### src/hdl/stub_pkg.sv
package stub_pkg;

   localparam int NUM_LEGS_DEF   = 6;
   localparam int JOINTS_DEF     = 3;

   localparam int LEG_W      = 3;
   localparam int JOINT_W    = 2;
   localparam int ANGLE_W    = 11;
   localparam int DUR_W      = 15;
   localparam int SCALE_W    = 16;
   localparam int CODE_W     = 10;
   localparam int ID_W       = 5;
   localparam int CNT_W      = 5;
   localparam int MAG_W      = 11;
   localparam int PROD_W     = SCALE_W + MAG_W;
   localparam int CSR_IDX_W  = 2;
   localparam int CSR_DATA_W = 16;

   localparam logic [CODE_W-1:0]    CODE_MAX    = 10'd1023;
   localparam logic [CODE_W-1:0]    CODE_MIN    = 10'd1;
   localparam logic [CODE_W-1:0]    ZERO_RESET  = 10'd512;
   localparam logic [SCALE_W-1:0]   SCALE_RESET = 16'd1;
   localparam logic [LEG_W-1:0]     NEG_LEG_FIRST = 3'd3;

   localparam logic [CSR_IDX_W-1:0] CSR_ZERO_POS    = 2'd0;
   localparam logic [CSR_IDX_W-1:0] CSR_SPEED_SCALE = 2'd1;

   localparam logic MODE_SET   = 1'b0;
   localparam logic MODE_FLUSH = 1'b1;

   typedef struct packed {
      logic               start;
      logic [SCALE_W-1:0] scale;
      logic [MAG_W-1:0]   mag;
      logic [DUR_W-1:0]   dur;
   } speed_req_type;

   typedef struct packed {
      logic              done;
      logic [CODE_W-1:0] speed;
   } speed_rsp_type;

endpackage

### src/hdl/stub_speed.sv
module stub_speed (
   input  logic                   clock,
   input  logic                   reset,
   input  stub_pkg::speed_req_type req,
   output stub_pkg::speed_rsp_type rsp
);
   import stub_pkg::*;

   typedef enum logic [1:0] {S_IDLE, S_MUL, S_CHK, S_DIV} state_type;

   state_type          state_ff;
   logic [PROD_W-1:0]  acc_ff;
   logic [MAG_W-1:0]   mag_ff;
   logic [SCALE_W-1:0] scale_ff;
   logic [DUR_W-1:0]   dur_ff;
   logic [DUR_W-1:0]   rem_ff;
   logic [CODE_W-1:0]  quo_ff;
   logic [3:0]         cnt_ff;
   logic               done_ff;
   logic [CODE_W-1:0]  speed_ff;

   logic [PROD_W-1:0]  acc_in;
   logic [DUR_W:0]     trial;
   logic               ge;
   logic [DUR_W:0]     diff;
   logic [CODE_W-1:0]  quo_in;
   logic               over;

   always_comb begin
      acc_in = {acc_ff[PROD_W-2:0], 1'b0}
               + (mag_ff[MAG_W-1] ? PROD_W'(scale_ff) : PROD_W'(0));
      trial  = {rem_ff, acc_ff[CODE_W-1]};
      ge     = (trial >= {1'b0, dur_ff});
      diff   = trial - {1'b0, dur_ff};
      quo_in = {quo_ff[CODE_W-2:0], ge};
      over   = (acc_ff >= PROD_W'({dur_ff, {CODE_W{1'b0}}}));
   end

   always_ff @(posedge clock) begin
      if (reset) begin
         state_ff <= S_IDLE;
         done_ff  <= 1'b0;
      end else begin
         done_ff <= 1'b0;
         case (state_ff)
            S_IDLE: begin
               if (req.start) begin
                  if (req.dur == '0) begin
                     speed_ff <= CODE_MAX;
                     done_ff  <= 1'b1;
                  end else begin
                     acc_ff   <= '0;
                     mag_ff   <= req.mag;
                     scale_ff <= req.scale;
                     dur_ff   <= req.dur;
                     cnt_ff   <= 4'(MAG_W - 1);
                     state_ff <= S_MUL;
                  end
               end
            end
            S_MUL: begin
               acc_ff <= acc_in;
               mag_ff <= {mag_ff[MAG_W-2:0], 1'b0};
               if (cnt_ff == '0) begin
                  state_ff <= S_CHK;
               end else begin
                  cnt_ff <= cnt_ff - 4'd1;
               end
            end
            S_CHK: begin
               if (over) begin
                  speed_ff <= CODE_MAX;
                  done_ff  <= 1'b1;
                  state_ff <= S_IDLE;
               end else begin
                  rem_ff   <= acc_ff[CODE_W +: DUR_W];
                  quo_ff   <= '0;
                  cnt_ff   <= 4'(CODE_W - 1);
                  state_ff <= S_DIV;
               end
            end
            S_DIV: begin
               rem_ff <= ge ? diff[DUR_W-1:0] : trial[DUR_W-1:0];
               quo_ff <= quo_in;
               acc_ff <= {acc_ff[PROD_W-2:0], 1'b0};
               if (cnt_ff == '0) begin
                  speed_ff <= (quo_in == '0) ? CODE_MIN : quo_in;
                  done_ff  <= 1'b1;
                  state_ff <= S_IDLE;
               end else begin
                  cnt_ff <= cnt_ff - 4'd1;
               end
            end
            default: state_ff <= S_IDLE;
         endcase
      end
   end

   assign rsp.done  = done_ff;
   assign rsp.speed = speed_ff;

endmodule

### src/hdl/servo_target_update_batcher.sv
// set item: accepted while idle, no result, busy stays low
// flush item: scans every joint, computing a speed for each changed joint (maximum at zero
//   duration, no divide on saturation): 11-step multiply, 10-step restoring divide
// results leave one per strobe, the last one from the finish state once the scan ends
// synchronous active-high reset: targets, durations and sent angles all zero,
//   zero position 512, speed scale 1; the receiver cannot stall results
module servo_target_update_batcher #(
   parameter int NUM_LEGS       = stub_pkg::NUM_LEGS_DEF,
   parameter int JOINTS_PER_LEG = stub_pkg::JOINTS_DEF
) (
   input  logic                             clock,
   input  logic                             reset,
   input  logic                             start,
   output logic                             busy,
   input  logic                             req_mode,
   input  logic [stub_pkg::LEG_W-1:0]       req_leg,
   input  logic [stub_pkg::JOINT_W-1:0]     req_joint,
   input  logic signed [stub_pkg::ANGLE_W-1:0] req_angle,
   input  logic [stub_pkg::DUR_W-1:0]       req_duration,
   output logic                             rsp_valid,
   output logic                             rsp_has_entry,
   output logic [stub_pkg::ID_W-1:0]        rsp_servo_id,
   output logic [stub_pkg::CODE_W-1:0]      rsp_position,
   output logic [stub_pkg::CODE_W-1:0]      rsp_speed,
   output logic [stub_pkg::CNT_W-1:0]       rsp_count,
   output logic                             rsp_last,
   input  logic                             csr_valid,
   output logic                             csr_ready,
   input  logic [stub_pkg::CSR_IDX_W-1:0]   csr_index,
   input  logic [stub_pkg::CSR_DATA_W-1:0]  csr_data
);
   import stub_pkg::*;

   localparam int NUM_JOINTS = NUM_LEGS * JOINTS_PER_LEG;
   localparam int IDX_W      = (NUM_JOINTS > 1) ? $clog2(NUM_JOINTS) : 1;

   typedef enum logic [1:0] {S_IDLE, S_CHECK, S_WAIT, S_FINISH} state_type;

   state_type           state_ff;
   logic [CODE_W-1:0]   zero_ff;
   logic [SCALE_W-1:0]  scale_ff;
   logic [ANGLE_W-1:0]  tgt_ff  [NUM_JOINTS];
   logic [DUR_W-1:0]    dur_ff  [NUM_JOINTS];
   logic [ANGLE_W-1:0]  sent_ff [NUM_JOINTS];

   logic [LEG_W-1:0]    leg_ff;
   logic [JOINT_W-1:0]  jnt_ff;
   logic [IDX_W-1:0]    idx_ff;
   logic [CNT_W-1:0]    count_ff;
   logic [CODE_W-1:0]   pos_ff;

   logic                pend_vld_ff;
   logic [ID_W-1:0]     pend_id_ff;
   logic [CODE_W-1:0]   pend_pos_ff;
   logic [CODE_W-1:0]   pend_spd_ff;
   logic [CNT_W-1:0]    pend_cnt_ff;

   logic                rsp_valid_ff;
   logic                rsp_has_entry_ff;
   logic [ID_W-1:0]     rsp_servo_id_ff;
   logic [CODE_W-1:0]   rsp_position_ff;
   logic [CODE_W-1:0]   rsp_speed_ff;
   logic [CNT_W-1:0]    rsp_count_ff;
   logic                rsp_last_ff;

   speed_req_type       spd_req_ff;
   speed_rsp_type       spd_rsp;

   logic                accept;
   logic                set_ok;
   logic [IDX_W-1:0]    set_idx;
   logic [ANGLE_W-1:0]  cur_tgt;
   logic [ANGLE_W-1:0]  cur_sent;
   logic                changed;
   logic signed [ANGLE_W+1:0] tgt_x;
   logic signed [ANGLE_W+1:0] pos_x;
   logic signed [ANGLE_W:0]   diff_x;
   logic signed [ANGLE_W:0]   abs_x;
   logic [CODE_W-1:0]   pos_clamp;
   logic                scan_end;
   logic [LEG_W-1:0]    leg_in;
   logic [JOINT_W-1:0]  jnt_in;

   stub_speed u_speed (
      .clock (clock),
      .reset (reset),
      .req   (spd_req_ff),
      .rsp   (spd_rsp)
   );

   always_comb begin
      accept  = start && !busy;
      set_ok  = ({1'b0, req_leg} < (LEG_W + 1)'(NUM_LEGS))
                && ({1'b0, req_joint} < (JOINT_W + 1)'(JOINTS_PER_LEG));
      set_idx = IDX_W'(int'(req_leg) * JOINTS_PER_LEG + int'(req_joint));
      cur_tgt  = tgt_ff[idx_ff];
      cur_sent = sent_ff[idx_ff];
      changed  = (cur_tgt != cur_sent);
      tgt_x  = {{2{cur_tgt[ANGLE_W-1]}}, cur_tgt};
      pos_x  = $signed({3'b000, zero_ff})
               + ((leg_ff >= NEG_LEG_FIRST) ? -tgt_x : tgt_x);
      if (pos_x < 0) begin
         pos_clamp = '0;
      end else if (pos_x > $signed({3'b000, CODE_MAX})) begin
         pos_clamp = CODE_MAX;
      end else begin
         pos_clamp = pos_x[CODE_W-1:0];
      end
      diff_x = $signed({cur_sent[ANGLE_W-1], cur_sent})
               - $signed({cur_tgt[ANGLE_W-1], cur_tgt});
      abs_x  = (diff_x < 0) ? -diff_x : diff_x;
      scan_end = (leg_ff == LEG_W'(NUM_LEGS - 1))
                 && (jnt_ff == JOINT_W'(JOINTS_PER_LEG - 1));
      if (jnt_ff == JOINT_W'(JOINTS_PER_LEG - 1)) begin
         jnt_in = '0;
         leg_in = leg_ff + LEG_W'(1);
      end else begin
         jnt_in = jnt_ff + JOINT_W'(1);
         leg_in = leg_ff;
      end
   end

   always_ff @(posedge clock) begin
      if (reset) begin
         zero_ff  <= ZERO_RESET;
         scale_ff <= SCALE_RESET;
      end else if (csr_valid && csr_ready) begin
         case (csr_index)
            CSR_ZERO_POS:    zero_ff  <= csr_data[CODE_W-1:0];
            CSR_SPEED_SCALE: scale_ff <= csr_data[SCALE_W-1:0];
            default: ;
         endcase
      end
   end

   always_ff @(posedge clock) begin
      if (reset) begin
         state_ff         <= S_IDLE;
         rsp_valid_ff     <= 1'b0;
         pend_vld_ff      <= 1'b0;
         spd_req_ff.start <= 1'b0;
         for (int i = 0; i < NUM_JOINTS; i++) begin
            tgt_ff[i]  <= '0;
            dur_ff[i]  <= '0;
            sent_ff[i] <= '0;
         end
      end else begin
         rsp_valid_ff     <= 1'b0;
         spd_req_ff.start <= 1'b0;
         case (state_ff)
            S_IDLE: begin
               if (accept && req_mode == MODE_SET && set_ok) begin
                  tgt_ff[set_idx] <= req_angle;
                  dur_ff[set_idx] <= req_duration;
               end
               if (accept && req_mode == MODE_FLUSH) begin
                  leg_ff      <= '0;
                  jnt_ff      <= '0;
                  idx_ff      <= '0;
                  count_ff    <= '0;
                  pend_vld_ff <= 1'b0;
                  state_ff    <= S_CHECK;
               end
            end
            S_CHECK: begin
               if (changed) begin
                  pos_ff            <= pos_clamp;
                  spd_req_ff.start  <= 1'b1;
                  spd_req_ff.scale  <= scale_ff;
                  spd_req_ff.mag    <= abs_x[MAG_W-1:0];
                  spd_req_ff.dur    <= dur_ff[idx_ff];
                  sent_ff[idx_ff]   <= cur_tgt;
                  state_ff          <= S_WAIT;
               end else if (scan_end) begin
                  state_ff <= S_FINISH;
               end else begin
                  leg_ff <= leg_in;
                  jnt_ff <= jnt_in;
                  idx_ff <= idx_ff + IDX_W'(1);
               end
            end
            S_WAIT: begin
               if (spd_rsp.done) begin
                  if (pend_vld_ff) begin
                     rsp_valid_ff     <= 1'b1;
                     rsp_has_entry_ff <= 1'b1;
                     rsp_servo_id_ff  <= pend_id_ff;
                     rsp_position_ff  <= pend_pos_ff;
                     rsp_speed_ff     <= pend_spd_ff;
                     rsp_count_ff     <= pend_cnt_ff;
                     rsp_last_ff      <= 1'b0;
                  end
                  pend_vld_ff <= 1'b1;
                  pend_id_ff  <= ID_W'({leg_ff, jnt_ff});
                  pend_pos_ff <= pos_ff;
                  pend_spd_ff <= spd_rsp.speed;
                  pend_cnt_ff <= count_ff + CNT_W'(1);
                  count_ff    <= count_ff + CNT_W'(1);
                  if (scan_end) begin
                     state_ff <= S_FINISH;
                  end else begin
                     leg_ff   <= leg_in;
                     jnt_ff   <= jnt_in;
                     idx_ff   <= idx_ff + IDX_W'(1);
                     state_ff <= S_CHECK;
                  end
               end
            end
            S_FINISH: begin
               rsp_valid_ff     <= 1'b1;
               rsp_has_entry_ff <= pend_vld_ff;
               rsp_servo_id_ff  <= pend_vld_ff ? pend_id_ff  : '0;
               rsp_position_ff  <= pend_vld_ff ? pend_pos_ff : '0;
               rsp_speed_ff     <= pend_vld_ff ? pend_spd_ff : '0;
               rsp_count_ff     <= pend_vld_ff ? pend_cnt_ff : '0;
               rsp_last_ff      <= 1'b1;
               pend_vld_ff      <= 1'b0;
               state_ff         <= S_IDLE;
            end
            default: state_ff <= S_IDLE;
         endcase
      end
   end

   assign busy          = (state_ff != S_IDLE);
   assign csr_ready     = 1'b1;
   assign rsp_valid     = rsp_valid_ff;
   assign rsp_has_entry = rsp_has_entry_ff;
   assign rsp_servo_id  = rsp_servo_id_ff;
   assign rsp_position  = rsp_position_ff;
   assign rsp_speed     = rsp_speed_ff;
   assign rsp_count     = rsp_count_ff;
   assign rsp_last      = rsp_last_ff;

   a_last_ends_flush: assert property (@(posedge clock) disable iff (reset)
      rsp_valid && rsp_last |-> !busy)
      else $error("flush still busy after last item");

   a_empty_shape: assert property (@(posedge clock) disable iff (reset)
      rsp_valid && !rsp_has_entry |-> rsp_last && rsp_count == '0)
      else $error("empty flush item malformed");

   a_speed_nonzero: assert property (@(posedge clock) disable iff (reset)
      rsp_valid && rsp_has_entry |-> rsp_speed != '0 && rsp_count != '0)
      else $error("command item with zero speed or count");

   a_flush_goes_busy: assert property (@(posedge clock) disable iff (reset)
      start && !busy && req_mode == MODE_FLUSH |=> busy)
      else $error("flush item not started");

endmodule

### config.mk
export PLATFORM = sky130hd
export DESIGN_NAME = servo_target_update_batcher
export DESIGN_NICKNAME = d
export VERILOG_FILES = /design/src/hdl/stub_pkg.sv /design/src/hdl/stub_speed.sv /design/src/hdl/servo_target_update_batcher.sv
export SDC_FILE = /design/constraint.sdc
export NUM_CORES = 2
export LEC_CHECK = 0
export ABC_AREA = 1
export BUFFER_PORTS_ARGS = -buffer_cell sky130_fd_sc_hd__buf_2
export CAP_MARGIN = 20
export CORE_MARGIN = 2
export CORE_UTILIZATION = 40
export CTS_CLUSTER_SIZE = 14
export DETAILED_ROUTE_END_ITERATION = 12
export PLACE_DENSITY_LB_ADDON = 0.12
export SLEW_MARGIN = 20
export SYNTH_ARGS = -nofsm -noshare
export SYNTH_HDL_FRONTEND = slang
export SYNTH_SLANG_ARGS = --single-unit
### constraint.sdc
create_clock -name clock -period 5.9 [get_ports clock]
set_clock_uncertainty 0.1 [all_clocks]
set_input_delay 0.59 -clock clock [delete_from_list [all_inputs] [get_ports clock]]
set_output_delay 0.59 -clock clock [all_outputs]
set_load 0.01 [all_outputs]
==> results_dict.tcl <==
set metrics [dict create \
    status "completed" \
    ys.flop_type "edfxtp_1" \
    antenna_cells 0 \
    cts_tree "done" \
    fin_nets 6004 \
    insertion_delay_ns 0.81 \
    synth_async_sr_flop_share_pct 0 \
    p_int_mw 21.93 \
    wl_per_cell_um 24.90 \
    timing.fmax_mhz 175.2 \
    first_pass_iters 5 \
    die_w_um 403.1 \
    place.port_buffers 87 \
    hold_viol 0 \
    p_switching_mw 14.42 \
    end_kind "flop" \
    synth_adder_area_share_pct 1.858 \
    synth_mux_area_share_pct 0 \
    fillers 14600 \
    cp.arrival_ns 6.05 \
    drv_cap 0 \
    cpMostUsedCell "nand2_1" \
    preCtsSetupSlack_ns 0.2397 \
    max-slew-margin-rel_pct 13.95 \
    syn_nets 5913 \
    period_needed_ns 5.709 \
    slowest_delay_ns 0.64 \
    finalSetupViolCount 0 \
    clock-sinks 1459 \
    crit_type "reg -> reg" \
    setup_tns_ns 0 \
    crit_chain "inv_16 -> buf_4 -> nor2_1 -> o22ai_1 -> o21ai_0 -> a32oi_1 -> ha_1 -> nand2_1 -> nor4_1 -> nand3_1 -> nand2_1 -> inv_1 -> nand2_1 -> nor2_1 -> nor2_1 -> nand2_1 -> nand2_1" \
    routed_wl_um 200800 \
    mostFrequentLayoutCells "1420 x edfxtp_1, 1334 x nor2_1, 760 x nand2_1" \
    crit_fanout 113 \
    synth-xor-area-share_pct 0.7148 \
    powerDensity_nw_per_um2 502.2 \
    yosysSeqAreaShare_pct 68.15 \
    antenna_found_initial 2 \
    slowest_stage "o21ai_0" \
    core_area_um2 158200 \
    slew_violations 0 \
    cts_max_path_buffers 3 \
    hold_ws_ns 0.07344 \
    required_ns 6.24 \
    core.rowCount 146 \
    pwr-share-comb_pct 37.8 \
    cts_setup_buffers 0 \
    hp-class "in -> reg" \
    syn_inst 5768 \
    cts-root-buf "clkbuf_16" \
    synth_top_family_by_area "simple AND/OR/NAND/NOR gates" \
    drive_above_1_share_pct 9.878 \
    final_util_pct 45.76 \
    synth-simple-area-share_pct 16.05 \
    power_mw 36.35 \
    die-area_um2 162500 \
    p_seq_share_pct 34.9 \
    numCtsBuffers 160 \
    grt_setup_unrepaired "false" \
    multi_input_area_um2 17760 \
    grt_pass1_vias 43130 \
    fin_crit_sh_pct 96.76 \
    r2r_setup_slack_ns 0.19 \
    synth.distinct_cells 57 \
    placedInstanceArea_um2 67030 \
    grt_usage_pct 24.44 \
    stdcell_count 8065 \
    synth_compound_area_share_pct 8.945 \
    synth_area_um2 63720 \
    drcViolationCount 0 \
    synth_edf_count 1420 \
    layout_setup_ws_ns 0.1912 \
    grt_max_degree 124 \
    ant_nets 0 \
    final_common_cell "edfxtp_1" \
    design.portCount 89 \
    routabilityCongestion 0.8437 \
    syn_avg_cell_area_um2 11.05 \
    area_growth_pct 13.60 \
    ir_worst_vdd_uv 418.2 \
    dp_hpwl_um 124800 \
    drt_iter0_markers 5094 \
    design_area_um2 72380 \
    htreeDepth 4 \
    p_leak_nw 25.38 \
    critPathLaunchType "flop" \
    routed_via_density 5.567 \
    clk_pin_slew_ns 0.06 \
    grt_pass1_wl_um 295400 \
    pwr-share-clk_pct 27.4 \
    initial_utilization_pct 40.28 \
    fp.dieH_um 403.1 \
    grt.overflow.total 0 \
    seqCellArea_um2 43440 \
    dp_cells 7751 \
    p_sw_share_pct 39.67 \
    yosys_warnings 0 \
    worstMarginPinSlew_ns 1.291 \
    num_vias 44900 \
    ys_ff_latch 1459 \
]
-- metal layers --
layer  vias up  GRT usage, %  share of wire, %  wire (um)
li1      20490             -                 -          -
met1     22430         35.81                45      90780
met2      1675         37.82                46      91450
met3       305         3.343               6.5      13030
met4         0         7.418               2.8       5522
met5         -             0                 0          0
-- synth_stat cells (all sizes together), types with 2 or more instances --
cell type  instances  area (um^2)
a211oi             3        22.52
a21boi             4        30.03
a21o               4        30.03
a21oi             76        380.4
a221oi             2        17.52
a22oi              3        22.52
a311oi             2        17.52
a31oi             32        200.2
a32oi             23        201.4
buf              116        670.6
clkbuf           260        975.9
clkinv             5        18.77
dfxtp             39        780.8
edfxtp          1420        42640
fa                 6        120.1
ha                85         1064
inv              282         1061
nand2            774         2945
nand3            365         1847
nand3b             2        15.01
nand4              9        56.30
nor2            1366         5132
nor3              22        110.1
nor4              11        68.82
o2111ai            2        17.52
o211ai            11        82.58
o21a               2        15.01
o21ai            551         2791
o21bai             2        15.01
o221ai           163         1428
o22ai             57        356.6
o31ai              3        22.52
or2                5        31.28
xnor2             22        192.7
xor2              30        262.8
-- final timing paths --
check	startpoint	to	cells after the start
max	flop	sent_ff[1][0]	17
min	req_angle[7]	tgt_ff[3][7]	3
max reg2reg	flop	sent_ff[1][0]	17
min reg2reg	u_speed.speed_ff[1]	pend_spd_ff[1]	0
-- area by class of cell --
cell class                 count  share of cell area [%]
clock inverter                89                   1.267
sequential                  1459                   60.01
multi-input combinational   3646                   24.54
clock buffer                 207                   5.848
tap                         2072                   3.582
inverter                     287                   1.531
timing repair buffer         305                   3.229
-- cells by family after synthesis --
group | Yosys count
adder cells (fa/ha/maj) | 91
AND/OR/NAND/NOR | 2557
XOR/XNOR | 52
AO/OA/AOI/OAI | 945
buffers and inverters | 663
flip-flops | 1459
other | 1
-- timing repair --
action,4_1_cts,5_1_grt
endpoints found under the setup margin,0,78
hold endpoints to repair,27,0
resized for setup,0,6
hold buffers,16,0
-- power groups by stage --
| stage | Sequential (mW) | Combinational [mW] | Clock [mW] |
|---|---|---|---|
| 4_1_cts | 12.7 | 13.6 | 10.1 |
| 2_1_floorplan | 12.7 | 8.56 | 0 |
| 5_1_grt | 12.7 | 14.9 | 10.5 |
| 3_3_place_gp | 12.9 | 13.5 | 0 |
| 6_report | 12.7 | 13.7 | 9.95 |
| 3_5_place_dp | 12.9 | 13.6 | 0 |
-- worst max-delay path: cells and delay by family (launching register included) --
| kind | cells | cell delay [ns] |
|---|---|---|
| compound gates | 3 | 0.98 |
| buf+inv | 3 | 0.57 |
| fa+ha+maj | 1 | 0.40 |
| simple gates | 10 | 2.57 |
| flops | 1 | 0.63 |
-- flip-flops by register name, summed over array words and instances, names as in the netlist, 9 cells and up, named ones only --
name	count
zero_ff	10
spd_req_ff	43
sent_ff	352
u_speed.speed_ff	10
u_speed.rem_ff	15
u_speed.mag_ff	11
u_speed.scale_ff	16
u_speed.dur_ff	15
rsp_position	10
dur_ff	480
pend_spd_ff	10
rsp_speed	10
scale_ff	16
u_speed.quo_ff	9
pos_ff	10
tgt_ff	352
u_speed.acc_ff	27
pend_pos_ff	10
Power figures use the tool's default switching activity.
